File: src/rtl/eipf_pkg.sv
// Package for the Ethernet/IPv4 L4 header filter.
// Holds the verdict codes, header offsets and field widths; no dependencies.
package eipf_pkg;

  typedef enum logic [3:0] {
    VERDICT_PASS     = 4'd0,
    VERDICT_NOT_IPV4 = 4'd1,
    VERDICT_SRC_IP   = 4'd2,
    VERDICT_DST_IP   = 4'd3,
    VERDICT_FRAG     = 4'd4,
    VERDICT_PROTO    = 4'd5,
    VERDICT_SPORT    = 4'd6,
    VERDICT_DPORT    = 4'd7,
    VERDICT_TRUNC    = 4'd8
  } verdict_e;

  typedef enum logic [2:0] {
    CFG_SRC_IP_MATCH   = 3'd0,
    CFG_SRC_IP_ENABLE  = 3'd1,
    CFG_DST_IP_MATCH   = 3'd2,
    CFG_DST_IP_ENABLE  = 3'd3,
    CFG_SRC_PORT_MATCH = 3'd4,
    CFG_DST_PORT_MATCH = 3'd5
  } cfg_idx_e;

  localparam int unsigned CfgIdxW  = 3;
  localparam int unsigned CfgDataW = 32;
  localparam int unsigned OutDataW = 168;

  localparam logic [7:0] EthTypeHi = 8'h08;
  localparam logic [7:0] EthTypeLo = 8'h00;
  localparam logic [7:0] ProtoTcp  = 8'd6;
  localparam logic [7:0] ProtoUdp  = 8'd17;
  localparam logic [3:0] MinIhl    = 4'd5;
  localparam logic [6:0] IpStart   = 7'd14;

  // frame byte offsets
  localparam logic [15:0] PosEthTypeHi = 16'd12;
  localparam logic [15:0] PosEthTypeLo = 16'd13;
  localparam logic [15:0] PosVerIhl    = 16'd14;
  localparam logic [15:0] PosTotLenHi  = 16'd16;
  localparam logic [15:0] PosTotLenLo  = 16'd17;
  localparam logic [15:0] PosFragHi    = 16'd20;
  localparam logic [15:0] PosFragLo    = 16'd21;
  localparam logic [15:0] PosTtl       = 16'd22;
  localparam logic [15:0] PosProto     = 16'd23;
  localparam logic [15:0] PosSrc0      = 16'd26;
  localparam logic [15:0] PosSrc1      = 16'd27;
  localparam logic [15:0] PosSrc2      = 16'd28;
  localparam logic [15:0] PosSrc3      = 16'd29;
  localparam logic [15:0] PosDst0      = 16'd30;
  localparam logic [15:0] PosDst1      = 16'd31;
  localparam logic [15:0] PosDst2      = 16'd32;
  localparam logic [15:0] PosDst3      = 16'd33;
  localparam logic [15:0] PosL4Min     = 16'd34;

  // offsets inside the transport header
  localparam logic [15:0] RelSportHi = 16'd0;
  localparam logic [15:0] RelSportLo = 16'd1;
  localparam logic [15:0] RelDportHi = 16'd2;
  localparam logic [15:0] RelDportLo = 16'd3;
  localparam logic [15:0] RelUdpLenHi = 16'd4;
  localparam logic [15:0] RelUdpLenLo = 16'd5;
  localparam logic [15:0] RelTcpFlags = 16'd13;

endpackage

File: src/rtl/eth_ipv4_l4_header_filter_top.sv
// Ethernet/IPv4 TCP-UDP header filter, top level.
// Depends on eipf_pkg for verdict codes and header offsets.
//
// Takes one frame byte per beat, starting at the destination MAC, and gives
// one result beat per frame, registered from the beat that carries tlast.
// The parser state registers are updated by a single level of compare and
// select logic per byte, so a byte is taken on every clock; the only stall
// comes from the output register, which holds a finished result until the
// sink takes it while the next frame keeps flowing in; only that frame's
// last byte waits for the register to free up. Filters are set through the
// write port between frames; a port match of zero disables that port check.
// Frames that end before a decision report truncated.
module eth_ipv4_l4_header_filter_top (
  input  logic                              clk_i,
  input  logic                              rst_ni,
  input  logic                              cfg_we_i,
  input  logic [eipf_pkg::CfgIdxW-1:0]      cfg_idx_i,
  input  logic [eipf_pkg::CfgDataW-1:0]     cfg_data_i,
  input  logic                              s_axis_tvalid,
  output logic                              s_axis_tready,
  input  logic [7:0]                        s_axis_tdata,   // data_byte
  input  logic                              s_axis_tuser,   // frame_start
  input  logic                              s_axis_tlast,   // frame_end
  output logic                              m_axis_tvalid,
  input  logic                              m_axis_tready,
  // verdict, total_length, frag_offset, time_to_live, ip_protocol, source_ip,
  // dest_ip, source_port, dest_port, tcp_syn, tcp_fin, udp_length, zero pad
  output logic [eipf_pkg::OutDataW-1:0]     m_axis_tdata
);
  import eipf_pkg::*;

  logic [31:0] src_ip_match_q, dst_ip_match_q;
  logic        src_ip_en_q, dst_ip_en_q;
  logic [15:0] src_port_match_q, dst_port_match_q;

  logic [15:0] pos_q, pos_d;
  logic [3:0]  hdr_words_q, hdr_words_d;
  verdict_e    verdict_q, verdict_d;
  logic [15:0] tot_len_q, tot_len_d;
  logic [12:0] frag_q, frag_d;
  logic [7:0]  ttl_q, ttl_d;
  logic [7:0]  proto_q, proto_d;
  logic [31:0] src_ip_q, src_ip_d;
  logic [31:0] dst_ip_q, dst_ip_d;
  logic [15:0] sport_q, sport_d;
  logic [15:0] dport_q, dport_d;
  logic        syn_q, syn_d, fin_q, fin_d;
  logic [15:0] udp_len_q, udp_len_d;
  logic [7:0]  scratch_q, scratch_d;

  logic                out_valid_q, out_valid_d;
  logic [OutDataW-1:0] out_data_q, out_data_d;

  logic        beat;
  logic [7:0]  b;
  logic [15:0] pos_c, rel;
  logic [3:0]  words;
  logic [6:0]  l4_start;
  logic [15:0] pair;

  // only a last byte needs the output register
  assign s_axis_tready = !out_valid_q || m_axis_tready || !s_axis_tlast;
  assign beat          = s_axis_tvalid && s_axis_tready;
  assign b             = s_axis_tdata;
  assign m_axis_tvalid = out_valid_q;
  assign m_axis_tdata  = out_data_q;

  always_ff @(posedge clk_i or negedge rst_ni) begin
    if (!rst_ni) begin
      src_ip_match_q   <= '0;
      src_ip_en_q      <= 1'b0;
      dst_ip_match_q   <= '0;
      dst_ip_en_q      <= 1'b0;
      src_port_match_q <= '0;
      dst_port_match_q <= '0;
    end else if (cfg_we_i) begin
      unique case (cfg_idx_i)
        CFG_SRC_IP_MATCH:   src_ip_match_q   <= cfg_data_i;
        CFG_SRC_IP_ENABLE:  src_ip_en_q      <= cfg_data_i[0];
        CFG_DST_IP_MATCH:   dst_ip_match_q   <= cfg_data_i;
        CFG_DST_IP_ENABLE:  dst_ip_en_q      <= cfg_data_i[0];
        CFG_SRC_PORT_MATCH: src_port_match_q <= cfg_data_i[15:0];
        CFG_DST_PORT_MATCH: dst_port_match_q <= cfg_data_i[15:0];
        default: ;
      endcase
    end
  end

  always_comb begin
    pos_d       = pos_q;
    hdr_words_d = hdr_words_q;
    verdict_d   = verdict_q;
    tot_len_d   = tot_len_q;
    frag_d      = frag_q;
    ttl_d       = ttl_q;
    proto_d     = proto_q;
    src_ip_d    = src_ip_q;
    dst_ip_d    = dst_ip_q;
    sport_d     = sport_q;
    dport_d     = dport_q;
    syn_d       = syn_q;
    fin_d       = fin_q;
    udp_len_d   = udp_len_q;
    scratch_d   = scratch_q;
    out_data_d  = out_data_q;
    out_valid_d = out_valid_q && !m_axis_tready;
    pos_c       = '0;
    words       = '0;
    l4_start    = '0;
    rel         = '0;
    pair        = '0;

    if (beat) begin
      if (s_axis_tuser) begin
        pos_d       = '0;
        hdr_words_d = '0;
        verdict_d   = VERDICT_TRUNC;
        tot_len_d   = '0;
        frag_d      = '0;
        ttl_d       = '0;
        proto_d     = '0;
        src_ip_d    = '0;
        dst_ip_d    = '0;
        sport_d     = '0;
        dport_d     = '0;
        syn_d       = 1'b0;
        fin_d       = 1'b0;
        udp_len_d   = '0;
        scratch_d   = '0;
      end

      pos_c    = pos_d;
      pair     = {scratch_d, b};
      words    = (hdr_words_d < MinIhl) ? MinIhl : hdr_words_d;
      l4_start = IpStart + {1'b0, words, 2'b00};
      rel      = pos_c - {9'd0, l4_start};

      if (verdict_d == VERDICT_TRUNC) begin
        priority if (pos_c == PosEthTypeHi) begin
          if (b != EthTypeHi) verdict_d = VERDICT_NOT_IPV4;
        end else if (pos_c == PosEthTypeLo) begin
          if (b != EthTypeLo) verdict_d = VERDICT_NOT_IPV4;
        end else if (pos_c == PosVerIhl) begin
          hdr_words_d = b[3:0];
        end else if (pos_c == PosTotLenHi || pos_c == PosFragHi) begin
          scratch_d = b;
        end else if (pos_c == PosTotLenLo) begin
          tot_len_d = pair;
        end else if (pos_c == PosFragLo) begin
          frag_d = {scratch_d[4:0], b};
        end else if (pos_c == PosTtl) begin
          ttl_d = b;
        end else if (pos_c == PosProto) begin
          proto_d = b;
        end else if (pos_c == PosSrc0) begin
          src_ip_d[31:24] = b;
        end else if (pos_c == PosSrc1) begin
          src_ip_d[23:16] = b;
        end else if (pos_c == PosSrc2) begin
          src_ip_d[15:8] = b;
        end else if (pos_c == PosSrc3) begin
          src_ip_d[7:0] = b;
          if (src_ip_en_q && src_ip_d != src_ip_match_q) verdict_d = VERDICT_SRC_IP;
        end else if (pos_c == PosDst0) begin
          dst_ip_d[31:24] = b;
        end else if (pos_c == PosDst1) begin
          dst_ip_d[23:16] = b;
        end else if (pos_c == PosDst2) begin
          dst_ip_d[15:8] = b;
        end else if (pos_c == PosDst3) begin
          dst_ip_d[7:0] = b;
          priority if (dst_ip_en_q && dst_ip_d != dst_ip_match_q) begin
            verdict_d = VERDICT_DST_IP;
          end else if (frag_d != '0) begin
            verdict_d = VERDICT_FRAG;
          end else if (proto_d != ProtoTcp && proto_d != ProtoUdp) begin
            verdict_d = VERDICT_PROTO;
          end else begin
          end
        end else if (pos_c >= PosL4Min && pos_c >= {9'd0, l4_start}) begin
          priority if (rel == RelSportHi || rel == RelDportHi || rel == RelUdpLenHi) begin
            scratch_d = b;
          end else if (rel == RelSportLo) begin
            sport_d = pair;
            if (src_port_match_q != '0 && pair != src_port_match_q) verdict_d = VERDICT_SPORT;
          end else if (rel == RelDportLo) begin
            dport_d = pair;
            if (dst_port_match_q != '0 && pair != dst_port_match_q) verdict_d = VERDICT_DPORT;
          end else if (rel == RelUdpLenLo && proto_d == ProtoUdp) begin
            udp_len_d = pair;
            verdict_d = VERDICT_PASS;
          end else if (rel == RelTcpFlags && proto_d == ProtoTcp) begin
            syn_d     = b[1];
            fin_d     = b[0];
            verdict_d = VERDICT_PASS;
          end else begin
          end
        end else begin
        end
      end

      if (pos_c != 16'hFFFF) pos_d = pos_c + 16'd1;
      else pos_d = pos_c;

      if (s_axis_tlast) begin
        out_valid_d = 1'b1;
        out_data_d  = {5'd0, udp_len_d, fin_d, syn_d, dport_d, sport_d, dst_ip_d, src_ip_d,
                       proto_d, ttl_d, frag_d, tot_len_d, verdict_d};
        pos_d       = '0;
        hdr_words_d = '0;
        verdict_d   = VERDICT_TRUNC;
        tot_len_d   = '0;
        frag_d      = '0;
        ttl_d       = '0;
        proto_d     = '0;
        src_ip_d    = '0;
        dst_ip_d    = '0;
        sport_d     = '0;
        dport_d     = '0;
        syn_d       = 1'b0;
        fin_d       = 1'b0;
        udp_len_d   = '0;
        scratch_d   = '0;
      end
    end
  end

  always_ff @(posedge clk_i or negedge rst_ni) begin
    if (!rst_ni) begin
      pos_q       <= '0;
      hdr_words_q <= '0;
      verdict_q   <= VERDICT_TRUNC;
      tot_len_q   <= '0;
      frag_q      <= '0;
      ttl_q       <= '0;
      proto_q     <= '0;
      src_ip_q    <= '0;
      dst_ip_q    <= '0;
      sport_q     <= '0;
      dport_q     <= '0;
      syn_q       <= 1'b0;
      fin_q       <= 1'b0;
      udp_len_q   <= '0;
      scratch_q   <= '0;
      out_valid_q <= 1'b0;
    end else begin
      pos_q       <= pos_d;
      hdr_words_q <= hdr_words_d;
      verdict_q   <= verdict_d;
      tot_len_q   <= tot_len_d;
      frag_q      <= frag_d;
      ttl_q       <= ttl_d;
      proto_q     <= proto_d;
      src_ip_q    <= src_ip_d;
      dst_ip_q    <= dst_ip_d;
      sport_q     <= sport_d;
      dport_q     <= dport_d;
      syn_q       <= syn_d;
      fin_q       <= fin_d;
      udp_len_q   <= udp_len_d;
      scratch_q   <= scratch_d;
      out_valid_q <= out_valid_d;
    end
  end

  // result payload, no reset needed
  always_ff @(posedge clk_i) begin
    out_data_q <= out_data_d;
  end

endmodule

File: config.mk
export PLATFORM = sky130hd
export DESIGN_NAME = eth_ipv4_l4_header_filter_top
export DESIGN_NICKNAME = d
export VERILOG_FILES = /design/src/rtl/eipf_pkg.sv /design/src/rtl/eth_ipv4_l4_header_filter_top.sv
export SDC_FILE = /design/constraint.sdc
export NUM_CORES = 1
export LEC_CHECK = 0
export BUFFER_PORTS_ARGS = -buffer_cell sky130_fd_sc_hd__buf_2
export CAP_MARGIN = 30
export CORE_ASPECT_RATIO = 2
export CORE_UTILIZATION = 40
export CTS_BUF_LIST = sky130_fd_sc_hd__clkbuf_16
export CTS_CLUSTER_SIZE = 16
export DETAILED_ROUTE_END_ITERATION = 8
export PLACE_DENSITY = 0.67
export SLEW_MARGIN = 30
export SYNTH_ARGS = -nofsm -noshare
export SYNTH_HDL_FRONTEND = slang
export SYNTH_SLANG_ARGS = --single-unit
File: constraint.sdc
create_clock -name clk_i -period 4.5 [get_ports clk_i]
set_input_delay 0.675 -clock clk_i [delete_from_list [all_inputs] [get_ports clk_i]]
set_output_delay 0.675 -clock clk_i [all_outputs]
set_load 0.02 [all_outputs]
==> impl_metrics.tcl <==
set metrics [dict create \
    fillers 5350 \
    status "completed" \
    p_clk_share_pct 36.6 \
    yosysTopAreaCell "dfrtp_1" \
    final_nets 2538 \
    drtPass1Iterations 6 \
    die-area_mm2 0.0588 \
    synth_warnings 0 \
    clk_pin_slew_ns 0.07 \
    row_count 124 \
    power_mw 9.23 \
    cts.htree.levels 2 \
    grt_pass1_wl_um 133000 \
    io_buffers 214 \
    grt_overflow_total 0 \
    synth-edff-count 163 \
    worst_hold_slack_ns 0.119 \
    place_ws_ns 0.0331 \
    critPathArrivalTime_ns 4.63 \
    drt-initial-drc-count 1810 \
    seqCellArea_mm2 0.0122 \
    cts_hold_buf 0 \
    placeableCoreArea_mm2 0.0571 \
    io_pins 220 \
    multi_input_area_mm2 0.0104 \
    avgRoutedWirePerCell_um 28.0 \
    hp-class "input pin to asynchronous set/reset pin" \
    yosysSeqAreaShare_pct 52.6 \
    numCtsBuffers 42 \
    clk_latency_ns 0.59 \
    cts-root-to-sink-buffers 3 \
    finalSetupViolCount 0 \
    synthToLayoutAreaGrowth_pct 19.3 \
    fmax_ghz 0.242 \
    ys_types 88 \
    p_int_mw 6.65 \
    powerDensity_mw_per_mm2 335 \
    root_buffer "clkbuf_16" \
    synth_most_common_cell "dfrtp_1" \
    synth_ff_type "dfrtp_1" \
    post_cts_buffers 0 \
    rsz0062_at_grt "false" \
    tightest_slew_ns 0.983 \
    synth-async-reset-ratio_pct 64.0 \
    skew_ns 0.0346 \
    ys_ff_latch 453 \
    first_global_vias 20065 \
    die_w_um 172 \
    cts.sinks 453 \
    via_per_inst 6.15 \
    path_cells "a21oi_1 > nor3_4 > ha_4 > or2_4 > ha_4 > nor3b_1 > or4_1 > a221o_1 > nor3_4 > buf_12 > buf_4 > and4b_1 > a31oi_1 > a21o_1 > o22ai_1" \
    grt.total_usage_pct 31.5 \
    report.final.hold_viol_count 0 \
    slew-limit-headroom_pct 34.1 \
    cts_resized 0 \
    start_util_pct 40.5 \
    gp_congestion 1.04 \
    maxCapViolCount 0 \
    drive_above_1_share_pct 24.7 \
    synthCells 2199 \
    netlist_area_mm2 0.0231 \
    hpwl_um 67200 \
    cts_tree "done" \
    max_stage_delay_ns 0.48 \
    cp-start-kind "register" \
    p_sw_mw 2.58 \
    synth.area.top_cells "dfrtp_1, edfxtp_1, a22o_1, mux2_2, o21ai_0" \
    swShare_pct 27.9 \
    p_leak_nw 11.2 \
    p_seq_share_pct 51.5 \
    wl_um 91700 \
    crit_slowest_cell "a221o_1" \
    end_kind "register" \
    combPwrFrac_pct 11.9 \
    antenna_found_initial 1 \
    finalCritPeriodShare_pct 91.9 \
    final-max-slew-violation-count 0 \
    avgSynthCellArea_um2 10.5 \
    synth_top_area_share_pct 31.3 \
    crit_type "register to register" \
    worstPathRequired_ns 5.00 \
    cp_max_fo 10 \
    timing.final.ws_setup_ns 0.367 \
    grt_max_degree 97 \
    die-height_um 342 \
    synth_commonest_cells "dfrtp_1, nand2_1, o21ai_0" \
    ant_nets 0 \
    vias 20101 \
    fin_crit_ns 4.13 \
    drc_errors 0 \
    ir_worst_vdd_mv 0.326 \
]
## power by group through the flow
| stage | combinational, mW | sequential [mW] | clock, mW |
|---|---|---|---|
| after floorplan | 0.621 | 4.80 | 0 |
| after global placement | 1.07 | 4.81 | 0 |
| after detailed placement | 1.10 | 4.83 | 0 |
| after CTS | 1.10 | 4.75 | 3.43 |
| after global routing | 1.18 | 4.78 | 3.58 |
| final | 1.10 | 4.75 | 3.38 |
## state kept, by name, summed over array words and instances, names as in the netlist, 4 cells and up
| register | flops |
|---|---|
| src_ip_match_q | 32 |
| dport_q | 16 |
| dst_ip_match_q | 32 |
| src_ip_q | 32 |
| dst_ip_q | 32 |
| frag_q | 13 |
| pos_q | 16 |
| udp_len_q | 16 |
| src_port_match_q | 16 |
| sport_q | 16 |
| scratch_q | 8 |
| ttl_q | 8 |
| proto_q | 8 |
| tot_len_q | 16 |
| hdr_words_q | 4 |
| dst_port_match_q | 16 |
| verdict_q | 4 |
| m_axis_tdata | 163 |
## through the flow
step	TNS, ns	cells	utilization, %	area (µm²)
after floorplan	-42.08	2203	-	23400
after global placement	0	3188	46.0	26300
after detailed placement	0	3189	46.1	26300
after CTS	0	3265	48.3	27600
after global routing	0	3265	48.3	27600
final	0	3268	48.3	27600
## layout make-up
class | instances | share of cell area (%)
flip-flops and latches | 453 | 44.1
multi-input cells | 1530 | 37.7
repair buffers | 398 | 9.56
clock buffers | 42 | 3.81
well taps | 756 | 3.43
clock inverters | 34 | 0.735
inverters | 52 | 0.708
diodes | 3 | 0.0272
## critical path, delay by kind of cell, from the launching register on
kind | cells | cell delay (ns)
and+or+nand+nor | 6 | 1.48
AOI/OAI and AO/OA | 5 | 1.43
adders and majority gates | 2 | 0.44
DFF | 1 | 0.43
buffers and inverters | 2 | 0.29
## worst paths after layout
path	startpoint	end	slack, ns	depth (start not counted)
setup / recovery	hdr_words_q[2]	scratch_q[0]	0.37	15
hold / removal	rst_ni	src_port_match_q[7]	0.12	1
setup reg to reg	hdr_words_q[2]	scratch_q[0]	0.37	15
hold reg to reg	dst_ip_q[5]	dst_ip_q[5]	0.48	2
max in group asynchronous	rst_ni	src_ip_q[22]	3.34	2
min in group clk_i	cfg_data_i[16]	src_ip_match_q[16]	0.31	3
## kinds of logic (layout without fill, tap and decap cells)
| kind of cell | after synthesis | in the layout | synth area share, % |
|---|---|---|---|
| compound gates | 649 | 649 | 19.7 |
| flops | 453 | 453 | 52.6 |
| fa+ha+maj | 11 | 11 | 0.628 |
| xor+xnor | 58 | 58 | 2.20 |
| other cells | 1 | 8 | 0.0162 |
| mux | 122 | 122 | 5.78 |
| buf+inv | 220 | 526 | 3.76 |
| simple gates | 685 | 685 | 15.3 |
## layer usage
layer | GRT usage, % | wire length [µm] | vias to the layer above
met5 | 0 | 0 | -
met4 | 24.9 | 8200 | 0
met3 | 4.72 | 5350 | 303
met2 | 55.0 | 46700 | 969
met1 | 33.3 | 31400 | 10000
li1 | - | - | 8829
## placed cells by master (no fill, tap or decap), drive strengths merged, types with 30 or more instances in the layout
| master | Yosys | final |
|---|---|---|
| a22o | 122 | 122 |
| edfxtp | 163 | 163 |
| dfrtp | 289 | 289 |
| buf | 36 | 398 |
| nor2 | 160 | 160 |
| nand3 | 30 | 30 |
| mux2i | 30 | 30 |
| nor3 | 37 | 37 |
| o21ai | 199 | 199 |
| a21oi | 53 | 53 |
| nand2 | 228 | 228 |
| mux2 | 92 | 92 |
| nand4 | 32 | 32 |
| xnor2 | 39 | 39 |
| a22oi | 39 | 39 |
| a31oi | 35 | 35 |
| inv | 52 | 68 |
| nor4 | 37 | 37 |
| clkbuf | 132 | 42 |
Power figures use the tool's default switching activity.
